`config.mk`:
```
export PLATFORM = sky130hd
export DESIGN_NAME = calo_window_energy_sum
export DESIGN_NICKNAME = d
export VERILOG_FILES = /design/src/design/cwes_pkg.sv /design/src/design/cwes_lane.sv /design/src/design/cwes_merge.sv /design/src/design/cwes_accum.sv /design/src/design/calo_window_energy_sum.sv
export SDC_FILE = /design/constraint.sdc
export NUM_CORES = 2
export LEC_CHECK = 0
export BUFFER_PORTS_ARGS = -buffer_cell sky130_fd_sc_hd__buf_2
export CAP_MARGIN = 10
export CORE_MARGIN = 5
export CORE_UTILIZATION = 65
export CTS_CLUSTER_DIAMETER = 30
export DETAILED_ROUTE_END_ITERATION = 8
export PLACE_DENSITY = 0.85
export SYNTH_ARGS = -nofsm -noshare
export SYNTH_HDL_FRONTEND = slang
export SYNTH_SLANG_ARGS = --single-unit
```
`constraint.sdc`:
```
create_clock -name clk -period 22.9 [get_ports clk]
set_input_delay 4.58 -clock clk [delete_from_list [all_inputs] [get_ports clk]]
set_output_delay 4.58 -clock clk [all_outputs]
set_load 0.02 [all_outputs]
```
`src/design/cwes_pkg.sv`:
```
`default_nettype none
package cwes_pkg;

  localparam int ETA_W   = 4;
  localparam int PHI_W   = 2;
  localparam int ET_W    = 18;
  localparam int SUM_W   = 25;
  localparam int SIDE_W  = 21;
  localparam int DEF_W   = 3;
  localparam int LAYER_W = 3;
  localparam int LAYERS  = 5;
  localparam int COLS    = 3;
  localparam int SHIFT_W = 21;
  localparam int BOUND_W = 20;

  localparam logic [ETA_W-1:0] ETA_ROWS         = 4'd13;
  localparam logic [ETA_W-1:0] SHORT_ETA_ROWS   = 4'd3;
  localparam logic [ETA_W-1:0] CORE_ETA_LO      = 4'd3;
  localparam logic [ETA_W-1:0] CORE_ETA_HI      = 4'd9;
  localparam logic [ETA_W-1:0] WIDE_ETA_LO      = 4'd2;
  localparam logic [ETA_W-1:0] WIDE_ETA_HI      = 4'd10;
  localparam logic [ETA_W-1:0] SHORT_CENTER_ETA = 4'd1;
  localparam logic [ETA_W-1:0] LONG_CENTER_ETA  = 4'd6;

  localparam logic [PHI_W-1:0] PHI_LOW    = 2'd0;
  localparam logic [PHI_W-1:0] PHI_CENTER = 2'd1;
  localparam logic [PHI_W-1:0] PHI_HIGH   = 2'd2;
  localparam logic [PHI_W-1:0] COL_NONE   = 2'd3;

  localparam logic [LAYER_W-1:0] LAYER_PRE    = 3'd0;
  localparam logic [LAYER_W-1:0] LAYER_FRONT  = 3'd1;
  localparam logic [LAYER_W-1:0] LAYER_MIDDLE = 3'd2;
  localparam logic [LAYER_W-1:0] LAYER_BACK   = 3'd3;
  localparam logic [LAYER_W-1:0] LAYER_HAD    = 3'd4;

  localparam logic [DEF_W-1:0] DEF_1   = 3'd0;
  localparam logic [DEF_W-1:0] DEF_2   = 3'd1;
  localparam logic [DEF_W-1:0] DEF_3   = 3'd2;
  localparam logic [DEF_W-1:0] DEF_3A  = 3'd3;
  localparam logic [DEF_W-1:0] DEF_4   = 3'd4;
  localparam logic [DEF_W-1:0] DEF_5   = 3'd5;
  localparam logic [DEF_W-1:0] DEF_6   = 3'd6;
  localparam logic [DEF_W-1:0] DEF_ALL = 3'd7;

  localparam logic signed [SUM_W:0]  SUM_MAX  = 26'sd16777215;
  localparam logic signed [SUM_W:0]  SUM_MIN  = -26'sd16777216;
  localparam logic signed [SIDE_W:0] SIDE_MAX = 22'sd1048575;
  localparam logic signed [SIDE_W:0] SIDE_MIN = -22'sd1048576;

  typedef enum logic [1:0] {
    MODE_NONE   = 2'd0,
    MODE_CENTER = 2'd1,
    MODE_PAIR   = 2'd2
  } mode_t;

  typedef struct packed {
    logic signed [ET_W-1:0]  et;
    logic [PHI_W-1:0]        col;
    logic signed [ET_W-1:0]  side_et;
  } lane_t;

  typedef struct packed {
    logic signed [SHIFT_W-1:0] shift;
    logic [BOUND_W-1:0]        lo;
    logic [BOUND_W-1:0]        hi;
  } col_step_t;

  typedef struct packed {
    logic signed [SUM_W-1:0]  col0;
    logic signed [SUM_W-1:0]  col1;
    logic signed [SUM_W-1:0]  col2;
    logic signed [SIDE_W-1:0] upper;
    logic signed [SIDE_W-1:0] lower;
  } fin_t;

  function automatic mode_t window_mode(logic [DEF_W-1:0] def, logic [LAYER_W-1:0] layer,
                                        logic [ETA_W-1:0] eta, logic [PHI_W-1:0] phi);
    logic  is_short;
    logic  core;
    logic  wide;
    logic  row1;
    mode_t m;
    is_short = (layer == LAYER_PRE) || (layer == LAYER_BACK) || (layer == LAYER_HAD);
    core     = (eta > CORE_ETA_LO) && (eta < CORE_ETA_HI);
    wide     = (eta > WIDE_ETA_LO) && (eta < WIDE_ETA_HI);
    row1     = (eta == SHORT_CENTER_ETA);
    m        = MODE_NONE;
    case (def)
      DEF_1: begin
        if (layer == LAYER_PRE) m = (row1 && phi == PHI_CENTER) ? MODE_CENTER : MODE_NONE;
        else if (is_short) m = MODE_CENTER;
        else m = core ? MODE_CENTER : MODE_NONE;
      end
      DEF_2: begin
        if (is_short) m = MODE_CENTER;
        else if (layer == LAYER_FRONT) m = wide ? MODE_CENTER : MODE_NONE;
        else m = core ? MODE_CENTER : MODE_NONE;
      end
      DEF_3: begin
        if (layer == LAYER_HAD) m = MODE_CENTER;
        else if (is_short) m = row1 ? MODE_PAIR : MODE_NONE;
        else m = core ? MODE_PAIR : MODE_NONE;
      end
      DEF_3A: begin
        if (layer == LAYER_HAD) m = MODE_CENTER;
        else if (is_short) m = row1 ? MODE_CENTER : MODE_NONE;
        else m = core ? MODE_CENTER : MODE_NONE;
      end
      DEF_4: begin
        if (layer == LAYER_HAD) m = MODE_NONE;
        else if (is_short) m = row1 ? MODE_PAIR : MODE_NONE;
        else m = core ? MODE_PAIR : MODE_NONE;
      end
      DEF_5: begin
        if (layer == LAYER_PRE) m = row1 ? MODE_PAIR : MODE_NONE;
        else if (is_short) m = MODE_NONE;
        else m = core ? MODE_PAIR : MODE_NONE;
      end
      DEF_6: begin
        if (is_short) m = MODE_NONE;
        else m = core ? MODE_PAIR : MODE_NONE;
      end
      DEF_ALL: m = MODE_CENTER;
      default: m = MODE_CENTER;
    endcase
    if (is_short && eta >= SHORT_ETA_ROWS) m = MODE_NONE;
    return m;
  endfunction

endpackage
`default_nettype wire

```
`src/design/cwes_lane.sv`:
```
`default_nettype none
module cwes_lane #(
  parameter logic [2:0] LAYER = 3'd0
) (
  input  wire logic                               clk,
  input  wire logic                               en,
  input  wire logic [cwes_pkg::DEF_W-1:0]         def,
  input  wire logic [cwes_pkg::ETA_W-1:0]         eta,
  input  wire logic [cwes_pkg::PHI_W-1:0]         phi,
  input  wire logic signed [cwes_pkg::ET_W-1:0]   et,
  output cwes_pkg::lane_t                         q
);
  import cwes_pkg::*;

  lane_t q_next;
  mode_t mode;
  logic  row_ok;
  logic  is_short;
  logic  side_hit;

  always_comb begin
    row_ok   = (eta < ETA_ROWS) && (phi != COL_NONE);
    is_short = (LAYER == LAYER_PRE) || (LAYER == LAYER_BACK) || (LAYER == LAYER_HAD);
    mode     = window_mode(def, LAYER, eta, phi);
    side_hit = row_ok && (phi != PHI_CENTER) &&
               (is_short ? (eta == SHORT_CENTER_ETA) : (eta == LONG_CENTER_ETA));
    q_next.et      = et;
    q_next.side_et = side_hit ? et : '0;
    case (mode)
      MODE_CENTER: q_next.col = row_ok ? PHI_CENTER : COL_NONE;
      MODE_PAIR:   q_next.col = row_ok ? phi : COL_NONE;
      default:     q_next.col = COL_NONE;
    endcase
  end

  always_ff @(posedge clk) begin
    if (en) begin
      q <= q_next;
    end
  end

endmodule
`default_nettype wire

```
`src/design/cwes_merge.sv`:
```
`default_nettype none
module cwes_merge (
  input  wire logic                                  clk,
  input  wire logic                                  en,
  input  wire cwes_pkg::lane_t                       lanes [cwes_pkg::LAYERS],
  output cwes_pkg::col_step_t                        steps [cwes_pkg::COLS],
  output logic signed [cwes_pkg::SIDE_W-1:0]         side_add
);
  import cwes_pkg::*;

  col_step_t                 steps_next [COLS];
  logic signed [SIDE_W-1:0]  side_add_next;

  always_comb begin
    logic signed [ET_W-1:0]      a;
    logic signed [SHIFT_W-1:0]   shift;
    logic [BOUND_W-1:0]          lo;
    logic [BOUND_W-1:0]          hi;
    logic signed [BOUND_W+1:0]   lo_t;
    logic signed [BOUND_W+1:0]   hi_t;
    for (int c = 0; c < COLS; c++) begin
      shift = '0;
      lo    = '0;
      hi    = '0;
      for (int l = 0; l < LAYERS; l++) begin
        a     = (lanes[l].col == PHI_W'(c)) ? lanes[l].et : '0;
        shift = shift + SHIFT_W'(a);
        lo_t  = $signed({2'b00, lo}) + (BOUND_W+2)'(a);
        hi_t  = $signed({2'b00, hi}) - (BOUND_W+2)'(a);
        lo    = lo_t[BOUND_W+1] ? '0 : lo_t[BOUND_W-1:0];
        hi    = hi_t[BOUND_W+1] ? '0 : hi_t[BOUND_W-1:0];
      end
      steps_next[c].shift = shift;
      steps_next[c].lo    = lo;
      steps_next[c].hi    = hi;
    end
    side_add_next = '0;
    for (int l = 0; l < LAYERS; l++) begin
      side_add_next = side_add_next + SIDE_W'(lanes[l].side_et);
    end
  end

  always_ff @(posedge clk) begin
    if (en) begin
      steps    <= steps_next;
      side_add <= side_add_next;
    end
  end

endmodule
`default_nettype wire

```
`src/design/cwes_accum.sv`:
```
`default_nettype none
module cwes_accum (
  input  wire logic                                 clk,
  input  wire logic                                 rst,
  input  wire logic                                 en,
  input  wire logic                                 valid,
  input  wire logic                                 last,
  input  wire logic                                 up,
  input  wire cwes_pkg::col_step_t                  steps [cwes_pkg::COLS],
  input  wire logic signed [cwes_pkg::SIDE_W-1:0]   side_add,
  output logic                                      fin_valid,
  output cwes_pkg::fin_t                            fin
);
  import cwes_pkg::*;

  logic signed [SUM_W-1:0]   col      [COLS];
  logic signed [SUM_W-1:0]   col_next [COLS];
  logic signed [SIDE_W-1:0]  upper;
  logic signed [SIDE_W-1:0]  lower;
  logic signed [SIDE_W-1:0]  upper_next;
  logic signed [SIDE_W-1:0]  lower_next;

  always_comb begin
    logic signed [SUM_W:0]   s;
    logic signed [SUM_W:0]   lo_b;
    logic signed [SUM_W:0]   hi_b;
    logic signed [SIDE_W:0]  t;
    logic signed [SIDE_W-1:0] side_sat;
    for (int c = 0; c < COLS; c++) begin
      s    = (SUM_W+1)'(col[c]) + (SUM_W+1)'(steps[c].shift);
      lo_b = SUM_MIN + $signed({6'b0, steps[c].lo});
      hi_b = SUM_MAX - $signed({6'b0, steps[c].hi});
      if (s < lo_b) col_next[c] = lo_b[SUM_W-1:0];
      else if (s > hi_b) col_next[c] = hi_b[SUM_W-1:0];
      else col_next[c] = s[SUM_W-1:0];
    end
    t = (SIDE_W+1)'(up ? upper : lower) + (SIDE_W+1)'(side_add);
    if (t > SIDE_MAX) side_sat = SIDE_MAX[SIDE_W-1:0];
    else if (t < SIDE_MIN) side_sat = SIDE_MIN[SIDE_W-1:0];
    else side_sat = t[SIDE_W-1:0];
    upper_next = up ? side_sat : upper;
    lower_next = up ? lower : side_sat;
  end

  always_ff @(posedge clk) begin
    if (rst) begin
      fin_valid <= 1'b0;
      upper     <= '0;
      lower     <= '0;
      for (int c = 0; c < COLS; c++) col[c] <= '0;
    end else if (en) begin
      fin_valid <= valid && last;
      if (valid) begin
        if (last) begin
          upper <= '0;
          lower <= '0;
          for (int c = 0; c < COLS; c++) col[c] <= '0;
        end else begin
          upper <= upper_next;
          lower <= lower_next;
          for (int c = 0; c < COLS; c++) col[c] <= col_next[c];
        end
      end
    end
  end

  always_ff @(posedge clk) begin
    if (en && valid && last) begin
      fin.col0  <= col_next[0];
      fin.col1  <= col_next[1];
      fin.col2  <= col_next[2];
      fin.upper <= upper_next;
      fin.lower <= lower_next;
    end
  end

endmodule
`default_nettype wire

```
`src/design/calo_window_energy_sum.sv`:
```
// Stages: five layer lanes, a merge stage, an accumulator, output reg.
// Throughput: one cell per cycle while no held result stalls the pipeline.
// Flow control: a held result (m_tvalid high, m_tready low) stalls every stage and s_tready.
// Reset: rst (synchronous) clears reco_definition, the running sums and every valid flag.
`default_nettype none
module calo_window_energy_sum (
  input  wire logic        clk,
  input  wire logic        rst,
  input  wire logic        s_tvalid,
  output logic             s_tready,
  // eta_row[3:0], phi_col[5:4], presampler_et[23:6], front_et[41:24],
  // middle_et[59:42], back_et[77:60], hadronic_et[95:78]
  input  wire logic [95:0] s_tdata,
  input  wire logic        s_tlast,
  output logic             m_tvalid,
  input  wire logic        m_tready,
  // window_et[24:0], phi_flipped[25], zero[31:26]
  output logic [31:0]      m_tdata,
  input  wire logic        psel,
  input  wire logic        penable,
  input  wire logic        pwrite,
  input  wire logic [2:0]  paddr,
  input  wire logic [31:0] pwdata,
  output logic [31:0]      prdata,
  output logic             pready
);
  import cwes_pkg::*;

  localparam int ET_LSB = ETA_W + PHI_W;

  logic [DEF_W-1:0]          reco_definition;
  logic                      en;
  logic                      v1;
  logic                      v2;
  logic                      last1;
  logic                      last2;
  logic                      up1;
  logic                      up2;
  lane_t                     lanes [LAYERS];
  col_step_t                 steps [COLS];
  logic signed [SIDE_W-1:0]  side_add;
  logic                      fin_valid;
  fin_t                      fin;
  logic signed [SUM_W-1:0]   window_et;
  logic                      phi_flipped;
  logic signed [SUM_W-1:0]   window_et_next;
  logic                      phi_flipped_next;

  assign pready   = 1'b1;
  assign en       = !m_tvalid || m_tready;
  assign s_tready = en;
  assign prdata   = (paddr[2] == 1'b0) ? 32'(reco_definition) : '0;
  assign m_tdata  = {6'b0, phi_flipped, window_et};

  always_ff @(posedge clk) begin
    if (rst) begin
      reco_definition <= DEF_1;
    end else if (psel && penable && pwrite && pready && paddr[2] == 1'b0) begin
      reco_definition <= pwdata[DEF_W-1:0];
    end
  end

  for (genvar l = 0; l < LAYERS; l++) begin : g_lane
    cwes_lane #(
      .LAYER(LAYER_W'(l))
    ) u_lane (
      .clk (clk),
      .en  (en),
      .def (reco_definition),
      .eta (s_tdata[ETA_W-1:0]),
      .phi (s_tdata[ETA_W +: PHI_W]),
      .et  ($signed(s_tdata[ET_LSB + ET_W*l +: ET_W])),
      .q   (lanes[l])
    );
  end

  cwes_merge u_merge (
    .clk      (clk),
    .en       (en),
    .lanes    (lanes),
    .steps    (steps),
    .side_add (side_add)
  );

  cwes_accum u_accum (
    .clk       (clk),
    .rst       (rst),
    .en        (en),
    .valid     (v2),
    .last      (last2),
    .up        (up2),
    .steps     (steps),
    .side_add  (side_add),
    .fin_valid (fin_valid),
    .fin       (fin)
  );

  always_ff @(posedge clk) begin
    if (rst) begin
      v1 <= 1'b0;
      v2 <= 1'b0;
    end else if (en) begin
      v1 <= s_tvalid;
      v2 <= v1;
    end
  end

  always_ff @(posedge clk) begin
    if (en) begin
      last1 <= s_tlast;
      up1   <= (s_tdata[ETA_W +: PHI_W] == PHI_HIGH);
      last2 <= last1;
      up2   <= up1;
    end
  end

  always_comb begin
    logic signed [SUM_W:0]   t0;
    logic signed [SUM_W:0]   t2;
    logic signed [SUM_W-1:0] s0;
    logic signed [SUM_W-1:0] s2;
    t0 = (SUM_W+1)'(fin.col1) + (SUM_W+1)'(fin.col0);
    t2 = (SUM_W+1)'(fin.col1) + (SUM_W+1)'(fin.col2);
    if (t0 > SUM_MAX) s0 = SUM_MAX[SUM_W-1:0];
    else if (t0 < SUM_MIN) s0 = SUM_MIN[SUM_W-1:0];
    else s0 = t0[SUM_W-1:0];
    if (t2 > SUM_MAX) s2 = SUM_MAX[SUM_W-1:0];
    else if (t2 < SUM_MIN) s2 = SUM_MIN[SUM_W-1:0];
    else s2 = t2[SUM_W-1:0];
    phi_flipped_next = fin.upper > fin.lower;
    window_et_next   = phi_flipped_next ? s2 : s0;
  end

  always_ff @(posedge clk) begin
    if (rst) begin
      m_tvalid <= 1'b0;
    end else if (en) begin
      m_tvalid <= fin_valid;
    end
  end

  always_ff @(posedge clk) begin
    if (en) begin
      window_et   <= window_et_next;
      phi_flipped <= phi_flipped_next;
    end
  end

endmodule
`default_nettype wire
```
==> results_tabular.tex <==
\begin{tabular}{lr}
\hline
Metric & Value \\
\hline
\multicolumn{2}{l}{\textbf{Synthesis}} \\
\quad Most instantiated flip-flop cell in the synthesis netlist & edfxtp\_1 \\
\quad Warnings, synthesis & 0 \\
\quad Post-synthesis instance area & 65400 sq um \\
\quad Share of the synthesized area in the top cell type & 28.3\% \\
\quad Number of enable-type register cells in the synthesized netlist & 615 \\
\quad Mean instance size in the synthesized netlist & 8.96 sq um \\
\quad Leading area contributor after synthesis & edfxtp\_1 \\
\quad Distinct cell type count after synthesis & 108 \\
\quad Count of state elements after synthesis & 664 \\
\quad Proportion of synthesized chip area in sequential cells & 29.8\% \\
\quad Synth top area cells & edfxtp\_1, ha\_1, xnor2\_1, fa\_1, nor2\_1 \\
\quad Synth Instances & 7297 \\
\quad Ys async rst share & 0\% \\
\multicolumn{2}{l}{\textbf{Run}} \\
\quad Reported max-cap violation count & 0 \\
\multicolumn{2}{l}{\textbf{Global route}} \\
\quad Wire length of the first global-routing pass & 302 mm \\
\quad Overall routing resource usage & 36.3\% \\
\quad Via count of the first global-routing pass & 53200 \\
\quad Total grt overflow & 0 \\
\quad Number of antenna violations at the first check in global routing & 7 \\
\quad Largest net degree at the start of global routing & 184 \\
\multicolumn{2}{l}{\textbf{Timing}} \\
\quad Worst hold-check slack & 422 ps \\
\quad Fin. max-slew vios & 0 \\
\quad Tcrit/Tclk final & 65.7\% \\
\quad Final hold viol count & 0 \\
\quad Worst setup skew after layout & 43.3 ps \\
\quad Period minus WS final & 15050 ps \\
\quad Measured slew at the worst slew-check pin & 1090 ps \\
\quad Final setup violation count & 0 \\
\quad Total negative slack & 0 ps \\
\quad Worst-case headroom to the max-slew limit & 27.1\% \\
\quad RSZ-0062 raised after global routing & false \\
\quad Highest achievable clock rate & 66.4 MHz \\
\multicolumn{2}{l}{\textbf{Floorplanning}} \\
\quad Die area & 107000 sq um \\
\quad Initial Utilization & 65.4\% \\
\quad Rows & 116 \\
\quad Num ports & 206 \\
\quad X dimension of the die & 327 um \\
\quad Die height & 327 um \\
\quad Core box area & 100000 sq um \\
\multicolumn{2}{l}{\textbf{Setup path}} \\
\quad Arrival time of the worst setup path & 15530 ps \\
\quad Reg2reg start & g\_lane[0].u\_lane.q[25] \\
\quad Maximum fanout encountered on the critical timing path & 20 \\
\quad Crit path launch & g\_lane[0].u\_lane.q[25] \\
\quad Type of the worst setup path & reg -> reg \\
\quad Library cell appearing most often on the critical path & a21oi\_1 \\
\quad Required time at the worst-slack endpoint & 23370 ps \\
\quad Element type at the critical path end & flop \\
\quad Delay of the slowest cell on the worst path & 670 ps \\
\quad Startpoint Class & flop \\
\quad Cell type of the slowest stage on the worst timing path & or4\_1 \\
\multicolumn{2}{l}{\textbf{Clock network}} \\
\quad TritonCTS clock tree & yes \\
\quad Number of instances resized during post-cts repair & 0 \\
\quad Number of buffers added for setup after CTS & 0 \\
\quad H-tree depth & 4 \\
\quad Clock latency reported for the late side of the worst-skew pair & 770 ps \\
\quad Clock tree root driver cell & clkbuf\_16 \\
\quad Total clock sinks & 664 \\
\quad Buffers from clock root to sink, at most & 3 \\
\quad Hold buffer count at cts & 0 \\
\quad Number of buffers created by CTS & 140 \\
\quad Clock transition at path regs & 50 ps \\
\multicolumn{2}{l}{\textbf{Drt}} \\
\quad Number of DRC violations after detailed-routing iteration 0 & 5676 \\
\quad Routed wire length per instance & 22.4 um \\
\quad Via density per instance & 6.28 \\
\quad Overall via count from detail\_route & 56000 \\
\quad Detailed-route wire length & 199 mm \\
\quad Post-DRT Antenna Nets & 0 \\
\quad Number of detailed-routing iterations run before antenna repair & 6 \\
\quad \# DRC & 0 \\
\multicolumn{2}{l}{\textbf{Min path}} \\
\quad Worst Hold Class & reg -> reg \\
\quad Launch point of the worst hold path & last1 \\
\multicolumn{2}{l}{\textbf{Placement}} \\
\quad Detailed Place HPWL & 159 mm \\
\quad Total instance count after detailed placement & 8643 \\
\quad Gpl congestion & 1.06 \\
\quad Number of input and output port buffers inserted & 138 \\
\multicolumn{2}{l}{\textbf{Pwr}} \\
\quad Leak & 34.6 nW \\
\quad Ratio of total power to cell area & 99.3 nW/um\^{}2 \\
\quad Peak supply drop & 0.153 mV \\
\multicolumn{2}{l}{\textbf{Layout}} \\
\quad Net count reported at finish & 8612 \\
\quad Layout overhead on the synthesized area & 11.0\% \\
\quad Proportion of layout cells with a drive suffix above 1 & 7.63\% \\
\quad Fillcell total & 7402 \\
\quad Number of cells in the finished layout apart from fillers & 8909 \\
\multicolumn{2}{l}{\textbf{Outcome}} \\
\quad Run status & completed \\
\hline
\end{tabular}
layout make-up:
cell class | instances | area [sq um] | share of cell area (%)
diodes | 8 | 20.0 | 0.0276
clock buffers | 152 | 3600 | 4.96
clock inverters | 105 | 1550 | 2.13
inverters | 669 | 2510 | 3.46
multi-input cells | 5822 | 42700 | 58.9
flip-flops and latches | 664 | 19400 | 26.8
well taps | 1298 | 1620 | 2.24
repair buffers | 191 | 1110 | 1.53
power breakdown:
| part | internal (mW) | switching [mW] | leakage, nW |
|---|---|---|---|
| clock network | 1.39 | 0.773 | 2.44 |
| registers | 1.57 | 0.105 | 7.10 |
| logic | 1.35 | 2.02 | 25.1 |
| total | 4.31 | 2.90 | 34.6 |
sequential cells by signal, summed over array words and instances (netlist names), 3 cells and up:
name and count:
u_accum.lower 21, window_et 25, g_lane.u_lane.q 189, u_accum.fin 117, u_accum.col 75, u_accum.upper 21
u_merge.steps 183, u_merge.side_add 21, reco_definition 3
critical path: cells and delay by family (launching register included):
family	cells	cell delay [ps]
AO/OA/AOI/OAI	29	7570
AND/OR/NAND/NOR	18	3950
buffers and inverters	6	1250
adder cells (fa/ha/maj)	4	1000
flip-flops	1	640
XOR/XNOR	3	350
worst paths after layout:
check,slack (ps),depth (start not counted),to
setup / recovery,7850,60,u_merge.steps[64]
hold / removal,420,0,last2
setup reg to reg,7850,60,u_merge.steps[64]
hold reg to reg,420,0,last2
stage by stage:
step | area (sq um) | utilization (%) | power [mW] | setup slack, ps
2_1_floorplan | 65500 | - | 4.14 | 1900
3_3_place_gp | 67400 | 67.4 | 4.85 | 8540
3_5_place_dp | 67400 | 67.4 | 4.93 | 8360
4_1_cts | 72600 | 72.6 | 7.14 | 8240
5_1_grt | 72600 | 72.6 | 7.64 | 6970
6_report | 72600 | 72.6 | 7.21 | 7850
cell usage in the layout, fill, tap and decap left out, types with 52 or more instances in the layout:
cell	count
ha_1	839
a21o_1	185
nor3_1	225
nor2b_1	136
fa_1	146
nand2b_1	127
a31oi_1	59
o21a_1	91
xnor2_1	341
a21oi_1	462
xor2_1	213
clkbuf_16	141
nand3_1	161
nor2_1	715
o211ai_1	52
and3_1	55
a211oi_1	81
o21bai_1	78
inv_1	666
nand2_1	564
buf_2	138
edfxtp_1	615
and2_1	190
o21ai_0	286
metal layers:
metal | routed length [um] | global-route usage, % | vias up | part of all wire (%)
li1 | - | - | 26500 | -
met1 | 81100 | 48.3 | 26300 | 41
met2 | 86700 | 56.4 | 2676 | 44
met3 | 17300 | 6.00 | 526 | 8.7
met4 | 14000 | 20.9 | 8 | 7.0
met5 | 65 | 0 | - | 0.033
cells in the mapped netlist (all sizes together), types with 39 or more instances:
| cell | n |
|---|---|
| inv | 668 |
| o21bai | 78 |
| nand2 | 564 |
| a22oi | 46 |
| xnor2 | 342 |
| nand2b | 129 |
| and3 | 56 |
| nor2 | 718 |
| buf | 71 |
| nor2b | 137 |
| dfxtp | 49 |
| nand4 | 43 |
| a211oi | 82 |
| mux2i | 39 |
| fa | 146 |
| a31oi | 62 |
| o211ai | 54 |
| o21ai | 310 |
| a21o | 185 |
| a21oi | 465 |
| nand3 | 161 |
| mux2 | 45 |
| clkbuf | 117 |
| xor2 | 213 |
| or3 | 50 |
| nor3 | 227 |
| o21a | 91 |
| edfxtp | 615 |
| and2 | 191 |
| ha | 839 |
cell families after synthesis:
group | synth area share [%]
adder cells (fa/ha/maj) | 20.7
flip-flops | 29.8
AO/OA/AOI/OAI | 17.7
other | 0.0115
XOR/XNOR | 7.45
AND/OR/NAND/NOR | 17.7
multiplexers | 1.38
buffers and inverters | 5.25
Power figures use the tool's default switching activity.
